## src/hw/rtl/rfp_pkg.sv

```systemverilog
`timescale 1ns / 1ps
`default_nettype none
// ----------------------------------------------------------------------------
// rfp_pkg
// Shared types, codes and fixed-point helpers of the reflection frustum block.
// ----------------------------------------------------------------------------
package rfp_pkg;

   localparam int REG_CENTER = 0;
   localparam int REG_RIGHT  = 1;
   localparam int REG_FRONT  = 2;
   localparam int REG_UP     = 3;
   localparam int NUM_REGS   = 4;
   localparam int REG_W      = 63;
   localparam int COMP_W     = 21;
   localparam int QDEPTH     = 2;
   localparam int LAST_STEP  = 8;

   typedef enum logic [2:0] {
      KIND_REFL   = 3'd0,
      KIND_FOOT   = 3'd1,
      KIND_NEAR   = 3'd2,
      KIND_FAR    = 3'd3,
      KIND_LEFT   = 3'd4,
      KIND_RIGHT  = 3'd5,
      KIND_BOTTOM = 3'd6,
      KIND_TOP    = 3'd7
   } kind_type;

   typedef enum logic [1:0] {
      VEC_UP    = 2'd0,
      VEC_RIGHT = 2'd1,
      VEC_FRONT = 2'd2
   } vec_type;

   typedef enum logic [2:0] {
      ST_IDLE,
      ST_SQUARE,
      ST_SUM,
      ST_ROOT,
      ST_DIVIDE,
      ST_FINISH
   } setup_state_type;

   typedef struct packed {
      logic busy;
      logic degenerate;
   } setup_stat_type;

   // round to nearest, ties away from zero; negative shift is a left shift
   function automatic logic signed [95:0] rnd_shr(input logic signed [95:0] a,
                                                  input int sh);
      logic [95:0] mag;
      logic [95:0] res;
      logic signed [95:0] outv;
      mag = a[95] ? 96'(-a) : 96'(a);
      if (sh <= 0) begin
         outv = a <<< (-sh);
      end else begin
         res  = (mag + (96'd1 << (sh - 1))) >> sh;
         outv = a[95] ? -$signed(res) : $signed(res);
      end
      return outv;
   endfunction

   function automatic logic [31:0] sat32(input logic signed [95:0] v);
      logic [31:0] r;
      if (v > 96'sh7FFF_FFFF) begin
         r = 32'h7FFF_FFFF;
      end else if (v < -96'sh8000_0000) begin
         r = 32'h8000_0000;
      end else begin
         r = v[31:0];
      end
      return r;
   endfunction

endpackage
`default_nettype wire

```

## src/hw/rtl/rfp_emit.sv

```systemverilog
`timescale 1ns / 1ps
`default_nettype none
// ----------------------------------------------------------------------------
// rfp_emit
// Holds one finished item and plays it out as eight result beats through
// a registered output stage.
// ----------------------------------------------------------------------------
module rfp_emit #(
   parameter int FRAC_BITS = 16
) (
   input  wire logic                          clock,
   input  wire logic                          reset,
   input  wire logic                          rec_valid,
   output logic                               rec_ready,
   input  wire logic signed [FRAC_BITS+23:0]  rec_refl [3],
   input  wire logic signed [FRAC_BITS+23:0]  rec_foot [3],
   input  wire logic signed [FRAC_BITS+23:0]  rec_near,
   input  wire logic signed [FRAC_BITS+23:0]  rec_dist [4],
   input  wire logic signed [FRAC_BITS+2:0]   n_vec    [3],
   input  wire logic signed [FRAC_BITS+2:0]   m_vec    [3],
   input  wire logic signed [FRAC_BITS+2:0]   k_vec    [3],
   input  wire rfp_pkg::setup_stat_type       stat,
   output logic                               rsp_tvalid,
   input  wire logic                          rsp_tready,
   output logic [135:0]                       rsp_tdata,
   output logic [2:0]                         rsp_tuser,
   output logic                               rsp_tlast
);

   localparam int AW = FRAC_BITS + 24;

   logic                  buf_ff;
   logic [2:0]            beat_ff;
   logic signed [AW-1:0]  refl_ff [3], foot_ff [3], near_ff, dist_ff [4];
   logic                  out_ff;
   logic [2:0]            kind_ff;
   logic [31:0]           vx_ff, vy_ff, vz_ff, pd_ff;
   logic                  deg_ff;

   logic                  adv;
   logic signed [95:0]    v [3];
   logic signed [95:0]    pd;

   assign adv       = buf_ff && (!out_ff || rsp_tready);
   assign rec_ready = !buf_ff || (adv && beat_ff == 3'(rfp_pkg::KIND_TOP));

   always_comb begin
      case (rfp_pkg::kind_type'(beat_ff))
         rfp_pkg::KIND_REFL: begin
            for (int k = 0; k < 3; k++) v[k] = 96'(refl_ff[k]);
            pd = '0;
         end
         rfp_pkg::KIND_FOOT: begin
            for (int k = 0; k < 3; k++) v[k] = 96'(foot_ff[k]);
            pd = '0;
         end
         rfp_pkg::KIND_NEAR: begin
            for (int k = 0; k < 3; k++) v[k] = 96'(n_vec[k]);
            pd = 96'(near_ff);
         end
         rfp_pkg::KIND_FAR: begin
            for (int k = 0; k < 3; k++) v[k] = 96'(n_vec[k]);
            pd = 96'sh7FFF_FFFF;
         end
         rfp_pkg::KIND_LEFT: begin
            for (int k = 0; k < 3; k++) v[k] = -96'(m_vec[k]);
            pd = 96'(dist_ff[0]);
         end
         rfp_pkg::KIND_RIGHT: begin
            for (int k = 0; k < 3; k++) v[k] = 96'(m_vec[k]);
            pd = 96'(dist_ff[1]);
         end
         rfp_pkg::KIND_BOTTOM: begin
            for (int k = 0; k < 3; k++) v[k] = 96'(k_vec[k]);
            pd = 96'(dist_ff[2]);
         end
         default: begin
            for (int k = 0; k < 3; k++) v[k] = 96'(k_vec[k]);
            pd = 96'(dist_ff[3]);
         end
      endcase
   end

   always_ff @(posedge clock) begin
      if (reset) begin
         buf_ff  <= 1'b0;
         beat_ff <= '0;
         out_ff  <= 1'b0;
      end else begin
         if (rec_valid && rec_ready) begin
            buf_ff <= 1'b1;
         end else if (adv && beat_ff == 3'(rfp_pkg::KIND_TOP)) begin
            buf_ff <= 1'b0;
         end
         if (adv) begin
            beat_ff <= beat_ff + 3'd1;
            out_ff  <= 1'b1;
         end else if (rsp_tready) begin
            out_ff <= 1'b0;
         end
      end
   end

   always_ff @(posedge clock) begin
      if (rec_valid && rec_ready) begin
         for (int k = 0; k < 3; k++) begin
            refl_ff[k] <= rec_refl[k];
            foot_ff[k] <= rec_foot[k];
         end
         for (int k = 0; k < 4; k++) dist_ff[k] <= rec_dist[k];
         near_ff <= rec_near;
      end
      if (adv) begin
         kind_ff <= beat_ff;
         vx_ff   <= rfp_pkg::sat32(v[0]);
         vy_ff   <= rfp_pkg::sat32(v[1]);
         vz_ff   <= rfp_pkg::sat32(v[2]);
         pd_ff   <= rfp_pkg::sat32(pd);
         deg_ff  <= stat.degenerate;
      end
   end

   assign rsp_tvalid = out_ff;
   assign rsp_tdata  = {7'd0, deg_ff, pd_ff, vz_ff, vy_ff, vx_ff};
   assign rsp_tuser  = kind_ff;
   assign rsp_tlast  = (kind_ff == 3'(rfp_pkg::KIND_TOP));

   beats_need_item: assert property (@(posedge clock) disable iff (reset)
      (beat_ff != '0) |-> buf_ff)
      else $error("beat counter running without an item");

   no_overwrite: assert property (@(posedge clock) disable iff (reset)
      (rec_valid && rec_ready) |-> (!buf_ff || beat_ff == 3'(rfp_pkg::KIND_TOP)))
      else $error("item loaded over one still playing out");

endmodule
`default_nettype wire

```

## config.mk

```make
export PLATFORM = sky130hd
export DESIGN_NAME = rfp_emit
export DESIGN_NICKNAME = d
export VERILOG_FILES = /design/src/hw/rtl/rfp_pkg.sv /design/src/hw/rtl/rfp_emit.sv
export SDC_FILE = /design/constraint.sdc
export NUM_CORES = 1
export LEC_CHECK = 0
export BUFFER_PORTS_ARGS = -buffer_cell sky130_fd_sc_hd__buf_4
export CORE_AREA = 8 8 290 292
export DETAILED_ROUTE_END_ITERATION = 6
export DIE_AREA = 0 0 298 300
export GPL_TIMING_DRIVEN = 0
export SLEW_MARGIN = 5
export SYNTH_ARGS = -nofsm -noshare
export SYNTH_HDL_FRONTEND = slang
export SYNTH_SLANG_ARGS = --single-unit
export TNS_END_PERCENT = 50
```

## constraint.sdc

```tcl
create_clock -name clock -period 38.1 [get_ports clock]
set_clock_uncertainty 0.05 [all_clocks]
set_input_delay 3.81 -clock clock [delete_from_list [all_inputs] [get_ports clock]]
set_output_delay 3.81 -clock clock [all_outputs]
set_load 0.02 [all_outputs]
```

======== Word-level counts from Yosys, hierarchy flattened ========
Memory sizes are Yosys's and may differ from the RTL's.
Index checks and enable logic that the tools add are counted.
storage, ports and cells
  input bits .............................. 617
  register bits ........................... 177
  output and inout bits ................... 142
  memory bits (writable) .................. 400
  memories kept ........................... 3
operators by class
  multiplexer cells ....................... 12
  $lt $le $gt $ge ......................... 8
  $add $sub $neg .......................... 4
  equality and inequality tests ........... 8
  reduce and logical (&&, ||, !) cells .... 12
memories
  memory   words  bits a word  rd ports  clocked after Yosys merged registers in  write ports  RTL line        source
  dist_ff  4      40           4         0                                        4            rfp_emit.sv:34  logic signed [AW-1:0] refl_ff [3], foot_ff [3], near_ff, dist_ff [4];
  foot_ff  3      40           3         0                                        3            rfp_emit.sv:34
  refl_ff  3      40           3         0                                        3            rfp_emit.sv:34
operators with widths
  kind                                                  count
  case mux 288 bit (5 select lines)                     1
  case mux 96 bit (6 select lines)                      1
  > comparator 96 x 32 -> 1 bit, second input constant  4
  < comparator 96 x 32 -> 1 bit, second input constant  4
  negation 19 -> 96 bit                                 3
  two-way mux 32 bit                                    4
  == test 3 bit, second input constant                  5
  == test 3 x 2 -> 1 bit, second input constant         2
  two-way mux 1 bit                                     6
  nonzero test 2 bit                                    2
  OR reduction 2 bit                                    2
  adder 3 x 1 -> 3 bit, second input constant           1
  == test 3 x 1 -> 1 bit, second input constant         1
  logical AND 1 bit                                     3
  logical NOT 3 bit                                     1
  logical NOT 1 bit                                     2
  logical OR 1 bit                                      2

======== Logic depth before layout (Yosys ltp) ========
  depth in word-level cells ............... 8
  depth in mapped cells ................... 15
  gate-level depth less buffers ........... 14

======== Worst setup path after synthesis ========
OpenSTA, ideal clock, no wires.
  path kind ............................... input -> register
  start point ............................. in rsp_tready
  end point ............................... mem dist_ff[0][0] (netlist bit) (enable)
  setup slack ............................. 23.016 ns
  arrival time ............................ 14.174 ns
  stages .................................. 4
  path buffers ............................ 0
  library setup time ...................... 0.861 ns
  cells stage by stage .................... nand2b_1 -> nand2_1 -> nand2_1 -> and2_1
RTL lines
  item                RTL line        source
  start: declaration  rfp_emit.sv:24  input wire logic rsp_tready,
  end: declaration    rfp_emit.sv:34

======== Worst setup path after layout ========
  start point ............................. in rsp_tready
  end point ............................... out rec_ready
on the way
  longest elaborated chain between the ends .. 4
ends and longest elaborated chain
  item               RTL line        source
  logical OR 1 bit   rfp_emit.sv:44  assign adv = buf_ff && (!out_ff || rsp_tready);
  logical AND 1 bit  rfp_emit.sv:44
  logical AND 1 bit  rfp_emit.sv:45  assign rec_ready = !buf_ff || (adv && beat_ff == 3'(rfp_pkg::KIND_TOP));
  logical OR 1 bit   rfp_emit.sv:45
  end: declaration   rfp_emit.sv:14  output logic rec_ready,
Every way passes these cells.

==> qor.csv <==
stage,metric,value,unit
timing,finalSetupTns,0,ns
synth,yosysTopAreaCell,edfxtp_1,
global_route,grt_pass1_vias,22120,
floorplan,start_util,0.3195,
cells_and_area,seqCellArea,17280,sq um
route,drt_iter0_markers,2301,
job,cap_violations,0,
route,wl_per_cell,31.41,microns
cts,cts_resized,0,
synth,synth-seq-cells,577,
route,drt_wl_total,120900,microns
critical_path,cp.required,34.24,ns
floorplan,dieHeight,300,microns
critical_path,arrival,4.41,ns
cells_and_area,fin_nets,3387,
timing,min_period_over_period,0.2171,
placement,dp_hpwl,94660,microns
route,vias,21500,
cts,cts-buffers-inserted,61,
critical_path,critPathMaxFanout,3,
route,drc,0,
timing,setup_slack,29.83,ns
floorplan,num_rows,104,
synth,yosys_warnings,0,
global_route,grt_max_degree,72,
global_route,grt_first_pass_wirelength,164300,microns
power_and_ir_drop,vdd_ir_drop_max,0.03477,mV
global_route,grtUsageTotal,0.2549,
route,drt_pass1_iterations,6,
synth,synth.distinct_cells,80,
floorplan,dieArea,89400,sq um
synth,syn_area_per_cell,13.46,sq um
placement,place_congestion,0.9455,
floorplan,coreArea,79640,sq um
cts,clock_latency,0.63,ns
synth,synth.area.top_cells,"edfxtp_1 (68%), o21ai_0 (4.5%), ha_1 (2.7%)",
timing,whs,0.4258,ns
cts,cts.sinks,577,
route,ant_nets,0,
timing,period_minus_slack,8.272,ns
cts,path_clk_slew,0.06,ns
cts,clk_path_buf_depth,3,
cells_and_area,drive_gt1_frac,0.3273,
cts,htree_levels,2,
critical_path,critPathCaptureType,output port,
timing,relSlewSlack,0.1563,
route,viasPerCell,5.585,
timing,timing.fmax,120.9,MHz
global_route,antenna_found_initial,29,
placement,port_buffers,749,
cells_and_area,nFillCells,7498,
critical_path,cpMaxStageDelayCell,nand2b_1,
timing,rsz0062_at_grt,false,
power_and_ir_drop,powerDensity,51.35,nW/um^2
timing,finalSetupViolations,0,
global_route,grt-ovfl-total,0,
critical_path,crit_path_max_incr_delay,0.16,ns
critical_path,path_cells,buf_4 -> nand2b_1 -> nand2_1 -> nand2_1 -> buf_4,
placement,dp_slack,29.13,ns
cts,cts_root_buf,clkbuf_16,
cts,cts_tree,done,
synth,async_flop_share,0,
timing,finalHoldViolCount,0,
cells_and_area,final_core_util,0.4353,
critical_path,worst-setup-path-type,input port to output port,
floorplan,die_w,298,microns
power_and_ir_drop,p_leak,0.01272,uW
synth,synth_ff_type,edfxtp_1,
cells_and_area,multiInputGateArea,7428,sq um
cts,hold_buffers,0,
synth,ys_seq_area_frac,0.6791,
timing,tightest_slew,1.265,ns
min_path,hold_class,flip-flop to flip-flop,
floorplan,num_io_pins,759,
cells_and_area,area_growth,36.25,%
synth,syn-instance-count,1890,
cts,cts_setup_buffers,0,
timing,maxSlewViolCount,0,
run_status,status,"finished, final reports clean",
critical_path,crit_path_start_kind,input port,
synth,synth_top_area_frac,0.6751,
synth,synth_edf_count,572,
synth,syn_area,25440,sq um
[worst paths after layout]
kind | start | endpoint | slack [ns] | cells after the start
worst max-delay path | rsp_tready | rec_ready | 29.83 | 5
worst min register to register | buf_ff | rsp_tvalid | 0.43 | 2
worst min-delay path | buf_ff | rsp_tvalid | 0.43 | 2
worst max register to register | beat_ff[2] | vz_ff[15] | 31.47 | 13
[worst max-delay path, delay by kind of cell]
family / cells / cell delay (ns)
and+or+nand+nor: 3 / 0.34
buffers and inverters: 2 / 0.26
[routing by layer]
| layer | vias to the layer above | wire length, microns | share of wire | GRT usage |
|---|---|---|---|---|
| met4 | 14 | 4659 | 0.039 | 0.09592 |
| met3 | 229 | 11900 | 0.098 | 0.07443 |
| met1 | 10630 | 45240 | 0.37 | 0.3049 |
| met2 | 1310 | 59040 | 0.49 | 0.4337 |
| met5 | - | 100 | 0.00083 | 0 |
| li1 | 9325 | - | - | - |
[cell usage after synthesis (all sizes together) (10+ instances only)]
cell type / instances
nand2: 90
o221ai: 14
buf: 48
o22ai: 23
a221oi: 60
nand3b: 10
clkbuf: 110
nand2b: 32
xnor2: 19
a31oi: 22
or3: 16
nor2: 58
edfxtp: 572
a22oi: 80
nand3: 42
a32oi: 10
o21ai: 236
a221o: 19
a222oi: 35
ha: 54
nand4: 20
a21oi: 116
inv: 24
nor3: 26
nor4: 23
[layout make-up]
cell class	instances	share of cell area
Timing Repair Buffer	757	0.1686
Multi-Input combinational cell	1136	0.2143
Buffer	158	0.01938
Inverter	25	0.002707
Sequential cell	577	0.4984
Clock inverter	45	0.01180
Antenna cell	22	0.001588
Tap cell	1060	0.03826
Clock buffer	70	0.04501
[power by group]
group / total (uW) / internal [uW] / switching (uW)
logic: 402 / 142 / 259
registers: 786 / 769 / 17.2
clock network: 592 / 330 / 262
[state kept, by name (all words and copies together), names as in the netlist]
signal      cells
beat_ff         3
buf_ff          1
deg_ff          1
dist_ff       160
foot_ff       120
near_ff        40
pd_ff          32
refl_ff       120
rsp_tuser       3
rsp_tvalid      1
vx_ff          32
vy_ff          32
vz_ff          32
[stage by stage]
step	cells	total power, uW	cell area (sq um)
after floorplan	1896	996.0	25460
after global placement	3705	1211	32410
after detailed placement	3713	1199	32640
after CTS	3828	1791	34610
after global routing	3846	1842	34650
final	3850	1780	34660
[cells by family (layout without fill, tap and decap cells)]
logic type,Yosys count,in the layout,synth area share
AO/OA/AOI/OAI,682,682,0.1767
other,1,29,0.0001474
flip-flops,577,577,0.6791
multiplexers,6,6,0.002606
buffers and inverters,183,1055,0.02995
AND/OR/NAND/NOR,360,360,0.07573
XOR/XNOR,27,27,0.009295
adder cells (fa/ha/maj),54,54,0.02656
[layout by cell type (no fill, tap or decap), types with 9 or more instances in the layout]
cell type,netlist,final
or4_1,9,9
a222oi_1,35,35
clkinv_2,0,15
xnor2_1,19,19
a21oi_1,116,116
a221o_1,19,19
edfxtp_1,572,572
o21ai_0,228,228
inv_1,24,24
o31ai_1,9,9
buf_1,17,17
nand2b_1,32,32
clkbuf_16,0,61
a31oi_1,22,22
buf_4,14,763
o211ai_1,9,9
or3_1,16,16
buf_2,17,17
diode_2,0,22
nor4_1,20,20
nand3_1,42,42
nor2_1,56,56
nand2_1,90,90
clkbuf_1,109,117
nand3b_1,10,10
nand4_1,20,20
a22oi_1,80,80
clkinv_1,1,14
a221oi_1,60,60
a32oi_1,10,10
o22ai_1,23,23
o221ai_1,14,14
nor3_1,24,24
ha_1,54,54
No activity file was read; power rests on OpenSTA's default activity.
