`config.mk`:
```
export PLATFORM = sky130hd
export DESIGN_NAME = rfp_front
export DESIGN_NICKNAME = d
export VERILOG_FILES = /design/src/hw/rtl/rfp_pkg.sv /design/src/hw/rtl/rfp_front.sv
export SDC_FILE = /design/constraint.sdc
export NUM_CORES = 1
export LEC_CHECK = 0
export BUFFER_PORTS_ARGS = -buffer_cell sky130_fd_sc_hd__buf_2
export CORE_ASPECT_RATIO = 0.7
export CORE_UTILIZATION = 40
export CTS_CLUSTER_DIAMETER = 60
export CTS_CLUSTER_SIZE = 40
export DETAILED_ROUTE_END_ITERATION = 8
export PLACE_DENSITY_LB_ADDON = 0.08
export SETUP_SLACK_MARGIN = 0.3
export SLEW_MARGIN = 20
export SYNTH_ARGS = -nofsm -noshare
export SYNTH_HDL_FRONTEND = slang
export SYNTH_SLANG_ARGS = --single-unit
```
`constraint.sdc`:
```
create_clock -name clock -period 26.3 [get_ports clock]
set_input_delay 5.26 -clock clock [delete_from_list [all_inputs] [get_ports clock]]
set_output_delay 5.26 -clock clock [all_outputs]
set_load 0.005 [all_outputs]
```
`src/hw/rtl/rfp_pkg.sv`:
```
`timescale 1ns / 1ps
`default_nettype none
// ----------------------------------------------------------------------------
// rfp_pkg
// Shared types, codes and fixed-point helpers of the reflection frustum block.
// ----------------------------------------------------------------------------
package rfp_pkg;

   localparam int REG_CENTER = 0;
   localparam int REG_RIGHT  = 1;
   localparam int REG_FRONT  = 2;
   localparam int REG_UP     = 3;
   localparam int NUM_REGS   = 4;
   localparam int REG_W      = 63;
   localparam int COMP_W     = 21;
   localparam int QDEPTH     = 2;
   localparam int LAST_STEP  = 8;

   typedef enum logic [2:0] {
      KIND_REFL   = 3'd0,
      KIND_FOOT   = 3'd1,
      KIND_NEAR   = 3'd2,
      KIND_FAR    = 3'd3,
      KIND_LEFT   = 3'd4,
      KIND_RIGHT  = 3'd5,
      KIND_BOTTOM = 3'd6,
      KIND_TOP    = 3'd7
   } kind_type;

   typedef enum logic [1:0] {
      VEC_UP    = 2'd0,
      VEC_RIGHT = 2'd1,
      VEC_FRONT = 2'd2
   } vec_type;

   typedef enum logic [2:0] {
      ST_IDLE,
      ST_SQUARE,
      ST_SUM,
      ST_ROOT,
      ST_DIVIDE,
      ST_FINISH
   } setup_state_type;

   typedef struct packed {
      logic busy;
      logic degenerate;
   } setup_stat_type;

   // round to nearest, ties away from zero; negative shift is a left shift
   function automatic logic signed [95:0] rnd_shr(input logic signed [95:0] a,
                                                  input int sh);
      logic [95:0] mag;
      logic [95:0] res;
      logic signed [95:0] outv;
      mag = a[95] ? 96'(-a) : 96'(a);
      if (sh <= 0) begin
         outv = a <<< (-sh);
      end else begin
         res  = (mag + (96'd1 << (sh - 1))) >> sh;
         outv = a[95] ? -$signed(res) : $signed(res);
      end
      return outv;
   endfunction

   function automatic logic [31:0] sat32(input logic signed [95:0] v);
      logic [31:0] r;
      if (v > 96'sh7FFF_FFFF) begin
         r = 32'h7FFF_FFFF;
      end else if (v < -96'sh8000_0000) begin
         r = 32'h8000_0000;
      end else begin
         r = v[31:0];
      end
      return r;
   endfunction

endpackage
`default_nettype wire

```
`src/hw/rtl/rfp_front.sv`:
```
`timescale 1ns / 1ps
`default_nettype none
// ----------------------------------------------------------------------------
// rfp_front
// Takes eye beats, forms the offset from the surface centre and holds both
// in a two-entry queue for the back end.
// ----------------------------------------------------------------------------
module rfp_front #(
   parameter int FRAC_BITS = 16
) (
   input  wire logic                          clock,
   input  wire logic                          reset,
   input  wire logic                          req_tvalid,
   output logic                               req_tready,
   input  wire logic [95:0]                   req_tdata,
   input  wire rfp_pkg::setup_stat_type       stat,
   input  wire logic signed [FRAC_BITS+23:0]  ctr_q   [3],
   output logic                               head_valid,
   input  wire logic                          head_pop,
   output logic signed [31:0]                 head_eye [3],
   output logic signed [FRAC_BITS+23:0]       head_d   [3]
);

   localparam int AW = FRAC_BITS + 24;
   localparam int PW = $clog2(rfp_pkg::QDEPTH);
   localparam int CW = $clog2(rfp_pkg::QDEPTH + 1);

   logic signed [31:0]    eye_ff [rfp_pkg::QDEPTH][3];
   logic signed [AW-1:0]  d_ff   [rfp_pkg::QDEPTH][3];
   logic [PW-1:0]         wr_ff, rd_ff;
   logic [CW-1:0]         cnt_ff;
   logic                  push;

   assign req_tready = !stat.busy && (cnt_ff != CW'(rfp_pkg::QDEPTH));
   assign push       = req_tvalid && req_tready;
   assign head_valid = (cnt_ff != '0);

   always_comb begin
      for (int k = 0; k < 3; k++) begin
         head_eye[k] = eye_ff[rd_ff][k];
         head_d[k]   = d_ff[rd_ff][k];
      end
   end

   always_ff @(posedge clock) begin
      if (reset) begin
         wr_ff  <= '0;
         rd_ff  <= '0;
         cnt_ff <= '0;
      end else begin
         if (push) wr_ff <= wr_ff + 1'b1;
         if (head_pop) rd_ff <= rd_ff + 1'b1;
         cnt_ff <= cnt_ff + CW'(push) - CW'(head_pop);
      end
   end

   always_ff @(posedge clock) begin
      if (push) begin
         for (int k = 0; k < 3; k++) begin
            eye_ff[wr_ff][k] <= $signed(req_tdata[32*k +: 32]);
            d_ff[wr_ff][k]   <= AW'($signed(req_tdata[32*k +: 32])) - ctr_q[k];
         end
      end
   end

   no_accept_while_busy: assert property (@(posedge clock) disable iff (reset)
      stat.busy |-> !push)
      else $error("beat taken during normalisation");

   fill_bounded: assert property (@(posedge clock) disable iff (reset)
      cnt_ff <= CW'(rfp_pkg::QDEPTH))
      else $error("queue overfilled");

   pop_needs_entry: assert property (@(posedge clock) disable iff (reset)
      head_pop |-> head_valid)
      else $error("pop from empty queue");

endmodule
`default_nettype wire

```
Word level (Yosys, flattened, before mapping)
Memories as Yosys holds them, arrays and structs flattened. A register that Yosys moved wholly into a read port is not among the register bits.
Cells that the tools add are included.
W data, S select, Z words.
{"block": "classes", "shift": 0, "n_bitwise": 0, "n_reduce_logical": 4, "n_eq_ne": 1, "div": 0, "mul": 0, "mux": 6, "addsub": 7, "n_lt_le_gt_ge": 0}
{"cell": "$sub A32 B40 Y40", "n": 3}
{"cell": "$mux W1", "n": 6}
{"cell": "$add A1 B1 Y1 const B", "n": 2}
{"cell": "$add A2 B1 Y2", "n": 1}
{"cell": "$logic_and A1 B1 Y1", "n": 2}
{"cell": "$ne A2 B2 Y1 const B", "n": 1}
{"cell": "$reduce_bool A2 Y1", "n": 1}
{"cell": "$sub A2 B1 Y2", "n": 1}
{"cell": "$logic_not A1 Y1", "n": 1}
{"block": "totals", "in_bits": 222, "word_cells": 23, "ff_bits": 4, "romBits": 0, "mem_bits_rw": 432, "latchBits": 0, "mem_count": 2}
{"memory": "d_ff", "words": 2, "width": 120, "read_ports": 1, "rd_clocked_by_memory_dff": 1, "wr": 1, "line": "rfp_front.sv:29", "source": "logic signed [AW-1:0] d_ff [rfp_pkg::QDEPTH][3];"}
{"memory": "eye_ff", "words": 2, "width": 96, "read_ports": 1, "rd_clocked_by_memory_dff": 1, "wr": 1, "line": "rfp_front.sv:28", "source": "logic signed [31:0] eye_ff [rfp_pkg::QDEPTH][3];"}

Logic depth before layout (Yosys ltp)
Gate-level depths: netlist of run 1.
{"block": "logic_depth", "word_depth": 5, "mapped_depth": 11}

Worst setup path before layout of run 1
Ideal clock, no wire load.
{"block": "synth_timing", "path_kind": "in2reg", "start": "input port stat[1] (netlist name)", "end": "memory d_ff[0][0] (netlist name), enable pin", "t_arrival_ps": 14563, "setup_slack_ps": 10940, "path_buffers": 0, "required_time_ps": 25504, "stages": 3, "setup_ps": 796, "cell_sequence": "a21oi_1 -> nand2_1 -> nor2_1"}
{"block": "synth_via", "elab_chain_len": 5}
{"item": "start: declaration", "line": "rfp_front.sv:16", "source": "input wire rfp_pkg::setup_stat_type stat,"}
{"item": "$logic_not A1 Y1", "line": "rfp_front.sv:34", "source": "assign req_tready = !stat.busy && (cnt_ff != CW'(rfp_pkg::QDEPTH));"}
{"item": "$logic_and A1 B1 Y1", "line": "rfp_front.sv:34"}
{"item": "$logic_and A1 B1 Y1", "line": "rfp_front.sv:35", "source": "assign push = req_tvalid && req_tready;"}
{"item": "$mux W1", "line": "rfp_front.sv:58", "source": "if (push) begin"}
{"item": "$mux W1 (implied by the code)", "line": "rfp_front.sv:61", "source": "d_ff[wr_ff][k] <= AW'($signed(req_tdata[32*k +: 32])) - ctr_q[k];"}
{"item": "end: declaration", "line": "rfp_front.sv:29"}
No other way between the ends.

Worst setup path after layout of run 1
{"block": "layout_timing", "start": "input port stat[1] (netlist name)", "end": "output port req_tready"}
{"block": "layout_via", "elab_chain_len": 2}
{"item": "$logic_not A1 Y1", "line": "rfp_front.sv:34"}
{"item": "$logic_and A1 B1 Y1", "line": "rfp_front.sv:34"}
{"item": "end: declaration", "line": "rfp_front.sv:14", "source": "output logic req_tready,"}
No other way between the ends.

==> metrics, run 1 <==
WL met1 27300 µm; VDD IR-drop max 0.0000509 V; P_leak 11.1 nW; post-layout minimum cycle time 11.00 ns; CP Capture Point req_tready; slowest stage delay, CP 0.21 ns; R2R Path End d_ff[0][112]; critical path depth 3; Most common cell on crit path buf_2; Final Hold Fails 0; # IOs 440; Post-synth EDFFs 432; Row Count 73; number of DRC markers in iteration 0 1046; Post-Route WL 58300 µm; CTS resizes 0; Post-Synth XOR/XNOR Area 4.07%; Final Core Density 47.8%; fmax 0.0909 GHz; area post-placement 26000 µm²; Synth Warn # 0; worst setup path class in2out; top layer in use met5; starting density of the core 40.5%; post-route design area 27200 µm²; delay-heaviest family, CP buffers and inverters; # Post-CTS Setup Buffers 0; CTS Root Cell clkbuf_16; status finished, final reports clean; fin. max-slew vios 0; share of cells above drive strength 1 33.0%; complex-gate fraction of the synthesized area 11.7%; WP buf/inv 2; Worst-path clk slew 0.08 ns; largest net degree at the start of global routing 149; DR vias 15800; mux share of post-synthesis cell area 10.7%; register area 13100 µm²; largest family of logic cells by synthesized area compound AO/OA/AOI/OAI gates; crit-path cells buf_2 > a21oi_1 > buf_2; Post-Synth Simple-Gate Area 6.35%; Fill cells 5240; global-route wire length before repair 87700 µm; number of distinct library cells after synthesis 74; hpwl dp 42500 µm; area growth from synthesis to layout 18.0%; post-route DRC violation count 0; Die Y 203 µm; CTS Hold Buffers Added 0; Post-Syn Area per Cell 12.7 µm²; pin slew with the least headroom to its limit 1.09 ns; multi-input logic area 9110 µm²; RSZ-0062 raised after global routing no; power density cells 64.9 nW/µm²; Critical Path RT 21.04 ns; drt wl/cell 19.4 µm; grt total ovfl 0; post-synthesis sequential area ratio 56.8%; vias in the first global route 15400; met2 routed WL 26300 µm; core area 56800 µm²; Cells after Synth 1814; Fin Setup TNS 0 ns; max_cap viols 0; clock sinks 437; GPL Wtd Cong 0.889; worst hold start rd_ff; htree depth 2; nets 2568; R2R cell count 6; buffers added on ports 438; Slew headroom 27.3%; commonest non-fill, non-tap cell in the layout buf_2; Worst-Skew Late Latency 0.56 ns; worst path arrival time 5.74 ns; CP endpoint kind output port; worst clock skew 0.0167 ns; met3 wire len 3780 µm; Die Footprint 58500 µm²; Tcrit/Tclk final 41.8%; Final ANT Viol Nets 0; crit start category primary input; worst r2r src cnt_ff[0]; antenna violations before repair 6; Syn Std Cell Area 23000 µm²; crit path from stat[1]; highest-count cells in the layout ignoring fill and taps buf_2, edfxtp_1, mux2_2, inv_1, a21oi_1; CTS Buffer Depth 3; CTS buffer count 34; Die Wd 289 µm; Via density 5.26; CP max-delay cell a21oi_1; Syn Nets 2158; critical-path maximum fanout 3; post-synthesis adder-cell area fraction 6.73%; setup violators final 0; Pre-Repair DR Iteration Count 5; Synth Flop Type edfxtp_1; Synth async-reset ratio 0%; flop2flop setup slack 23.26 ns; Hold Worst Slack 0.516 ns; GR Util All Layers 19.5%; Synth Register Bits 437; CTS tree built; hold crit path type reg2reg
cells in the mapped netlist, types with 6 or more instances:
| cell | count | share of area (%) |
|---|---|---|
| a211oi_1 | 11 | 0.36 |
| a21boi_0 | 6 | 0.20 |
| a21o_1 | 78 | 2.5 |
| a21oi_1 | 121 | 2.6 |
| a31oi_1 | 21 | 0.57 |
| and2_1 | 6 | 0.16 |
| and3_1 | 14 | 0.38 |
| clkbuf_1 | 66 | 1.1 |
| edfxtp_1 | 432 | 56 |
| ha_1 | 119 | 6.5 |
| inv_1 | 156 | 2.5 |
| mux2_2 | 217 | 11 |
| nand2_1 | 96 | 1.6 |
| nand2b_1 | 8 | 0.22 |
| nand3_1 | 30 | 0.65 |
| nand4_1 | 20 | 0.54 |
| nor2_1 | 65 | 1.1 |
| nor2b_1 | 16 | 0.43 |
| nor3_1 | 14 | 0.30 |
| o2111ai_1 | 6 | 0.23 |
| o211ai_1 | 13 | 0.42 |
| o21a_1 | 12 | 0.39 |
| o21ai_0 | 57 | 1.2 |
| o21bai_1 | 18 | 0.59 |
| xnor2_1 | 64 | 2.4 |
| xor2_1 | 43 | 1.6 |
cell type report:
cell class	instances	share of cell area [%]
diodes	5	0.0461
well taps	750	3.45
repair buffers	444	8.33
clock inverters	22	0.884
inverters	156	2.16
multi-input cells	1151	33.5
flip-flops and latches	437	48.1
clock buffers	40	3.45
tightest hold or removal path, cell delays in order, from the launching register on:
cell and delay [ns]:
dfxtp_1 0.33, xnor2_1 0.08, nor2_1 0.07
per-stage QoR:
stage                     worst slack [ns]  std cells  total power [mW]
final                                15.30       3005              1.76
after global routing                 15.28       3000              1.85
after CTS                            15.30       3000              1.79
after detailed placement             15.31       2938              1.24
after global placement               15.33       2938              1.23
after floorplan                      10.94       1814              1.11
logic make-up (layout without fill, tap and decap cells):
kind of cell               after synthesis  in the layout
buffers and inverters                  226            662
muxes                                  219            219
AOI/OAI and AO/OA                      402            402
and+or+nand+nor                        301            301
adders and majority gates              122            122
xor gates and xnor gates               107            107
DFF                                    437            437
other                                    0              5
flip-flops by register name, summed over array words and instances (netlist names), named ones only:
| name | count |
|---|---|
| rd_ff | 1 |
| wr_ff | 1 |
| eye_ff | 192 |
| cnt_ff | 2 |
| d_ff | 240 |
power breakdown:
part	internal, mW	switching, mW
logic	0.158	0.213
clock network	0.271	0.272
registers	0.837	0.0121
total	1.27	0.497
per-layer routing:
metal,vias to the layer above,global-route usage (%)
li1,7604,-
met1,7669,27.6
met2,462,30.4
met3,59,4.33
met4,2,4.19
met5,-,0
worst min-delay path by stage:
stage | end | slack [ns] | depth (start not counted)
2_1_floorplan | flip-flop | 0.48 | 2
3_3_place_gp | rd_ff | 0.50 | 2
3_5_place_dp | flip-flop | 0.50 | 2
4_1_cts | flip-flop | 0.52 | 2
5_1_grt | flip-flop | 0.56 | 2
6_report | flip-flop | 0.52 | 2
Note: power is estimated with default switching activity, not from simulation.
==> inputs of run 2 (changes only) <==
==> constraint.sdc (replaced) <==
create_clock -name clock -period 11.3 [get_ports clock]
set_input_delay 2.26 -clock clock [delete_from_list [all_inputs] [get_ports clock]]
set_output_delay 2.26 -clock clock [all_outputs]
set_load 0.005 [all_outputs]
==> metrics, run 2 (synthesis gave the netlist of run 1 again) <==
clock sinks 437 (unchanged); Worst-Skew Late Latency 0.58 ns (+0.02 ns); crit-path cells buf_12 > mux2_2 > buf_2; # IOs 440 (unchanged); grt total ovfl 0 (unchanged); vias in the first global route 15200 (-1.2%); # Post-CTS Setup Buffers 0 (unchanged); Largest register FFs 240 (unchanged); core area 56800 µm² (unchanged); antenna violations before repair 9 (+3); fin worst setup slack 6.01 ns (-9.29 ns); hpwl dp 42600 µm (+0.10%); buffers added on ports 438 (unchanged); commonest non-fill, non-tap cell in the layout buf_2; met3 wire len 4260 µm (+13%); critical-path maximum fanout 153 (+150); crit start category flip-flop; Critical Path RT 9.04 ns (-12.00 ns); CTS buffer count 35 (+2.9%); max_cap viols 0 (unchanged); RSZ-0062 raised after global routing no; power density cells 153 nW/µm² (+140%); total power 4.17 mW (+140%); hold crit path type reg2reg; Pre-Repair DR Iteration Count 5 (unchanged); status finished, final reports clean; fin. max-slew vios 0 (unchanged); Die Footprint 58500 µm² (unchanged); Row Count 73 (unchanged); drt wl/cell 19.5 µm (+0.45%); VDD IR-drop max 0.000111 V (+120%); worst path arrival time 3.03 ns (-2.71 ns); Final ANT Viol Nets 0 (unchanged); highest-count cells in the layout ignoring fill and taps buf_2, edfxtp_1, mux2_2, inv_1, a21oi_1; area post-placement 26000 µm² (unchanged); share of cells above drive strength 1 33.2% (+0.16 points); GPL Wtd Cong 0.911 (+2.5%); P_leak 11.1 nW (+0.35%); CP endpoint kind output port; met2 routed WL 26100 µm (-0.87%); largest register by flop count d_ff; WP buf/inv 2 (unchanged); Placement Setup Slack 5.56 ns (-9.75 ns); CP max-delay cell dfxtp_4; Tcrit/Tclk final 46.8%; CTS tree built; Final Core Density 47.9% (+0.13 points); post-route DRC violation count 0 (unchanged); Via density 5.24 (-0.41%); post-route design area 27200 µm² (+0.27%); GR Util All Layers 19.6% (+0.12 points); Largest regs d_ff (240), eye_ff (192), cnt_ff (2); global-route wire length before repair 88200 µm (+0.55%); number of DRC markers in iteration 0 1064 (+1.7%); CTS Hold Buffers Added 0 (unchanged); setup violators final 0 (unchanged); worst clock skew 0.0280 ns (+0.0112 ns); Fin Setup TNS 0 ns (unchanged); fmax 0.189 GHz; post-layout minimum cycle time 5.29 ns; pin slew with the least headroom to its limit 1.02 ns (-0.0700 ns); nets 2569 (+0.039%); largest net degree at the start of global routing 158 (+6.0%); Final Hold Fails 0 (unchanged); DR vias 15700 (-0.41%); WL met1 27200 µm (-0.63%); Die Wd 289 µm (unchanged); top layer in use met5; CTS Root Cell clkbuf_16; CTS resizes 0 (unchanged); slowest stage delay, CP 0.98 ns (+0.77 ns); worst setup path class reg2out; starting density of the core 40.5% (unchanged); CTS Buffer Depth 3 (unchanged); Worst-path clk slew 0.08 ns (about the same); htree depth 2 (unchanged); Post-Route WL 58500 µm (+0.45%); area growth from synthesis to layout 18.3%; Slew headroom 32.0% (+4.7 points); delay-heaviest family, CP flip-flops; Die Y 203 µm (unchanged)
[run 2: cell types whose count changed in the layout (fill, tap and decap cells not counted), moves of 2 or more]
cell,change
clkinv_4,+2
clkinv_2,-2
clkbuf_1,-2
inv_8,+3
clkinv_8,-3
inv_16,+4
[run 2: worst reg2reg max path: stages, from the launching register on]
cell,delay (ns)
dfxtp_1,0.35
inv_1,0.05
a21oi_1,0.22
and3_4,0.65
buf_4,0.88
buf_4,0.77
[run 2: layer usage]
layer	up-vias	GRT usage, %
li1	7606	-
met4	4	4.36
met3	72	4.87
met1	7623	27.9
met2	427	30.0
met5	-	0
[run 2: worst paths after layout]
kind	from	end	slack [ns]	depth (start not counted)
setup / recovery	flip-flop	head_eye[1]	6.01	3
hold / removal	rd_ff	rd_ff	0.52	2
setup reg to reg	cnt_ff[0]	eye_ff[1][4]	7.98	5
hold reg to reg	rd_ff	rd_ff	0.52	2
[run 2: area by class of cell]
class                           instances  area, µm²
Fill cell                            5194      29600
Sequential cell                       437      13100
Multi-Input combinational cell       1151       9110
Timing Repair Buffer                  444       2260
Tap cell                              750        938
Clock buffer                           38        930
Inverter                              156        586
Clock inverter                         25        323
Antenna cell                            4       10.0
[run 2: power breakdown]
part           switching (mW)  internal (mW)  total [mW]
Sequential             0.0306           1.95        1.98
Combinational           0.492          0.367       0.859
Clock                   0.684          0.652        1.34
[run 2: through the flow]
step / hold slack (ns) / std cells
after CTS: 0.524 / 3001
final: 0.525 / 3005
after detailed placement: 0.499 / 2938
after global routing: 0.545 / 3003
after floorplan: 0.480 / 1814
after global placement: 0.491 / 2938
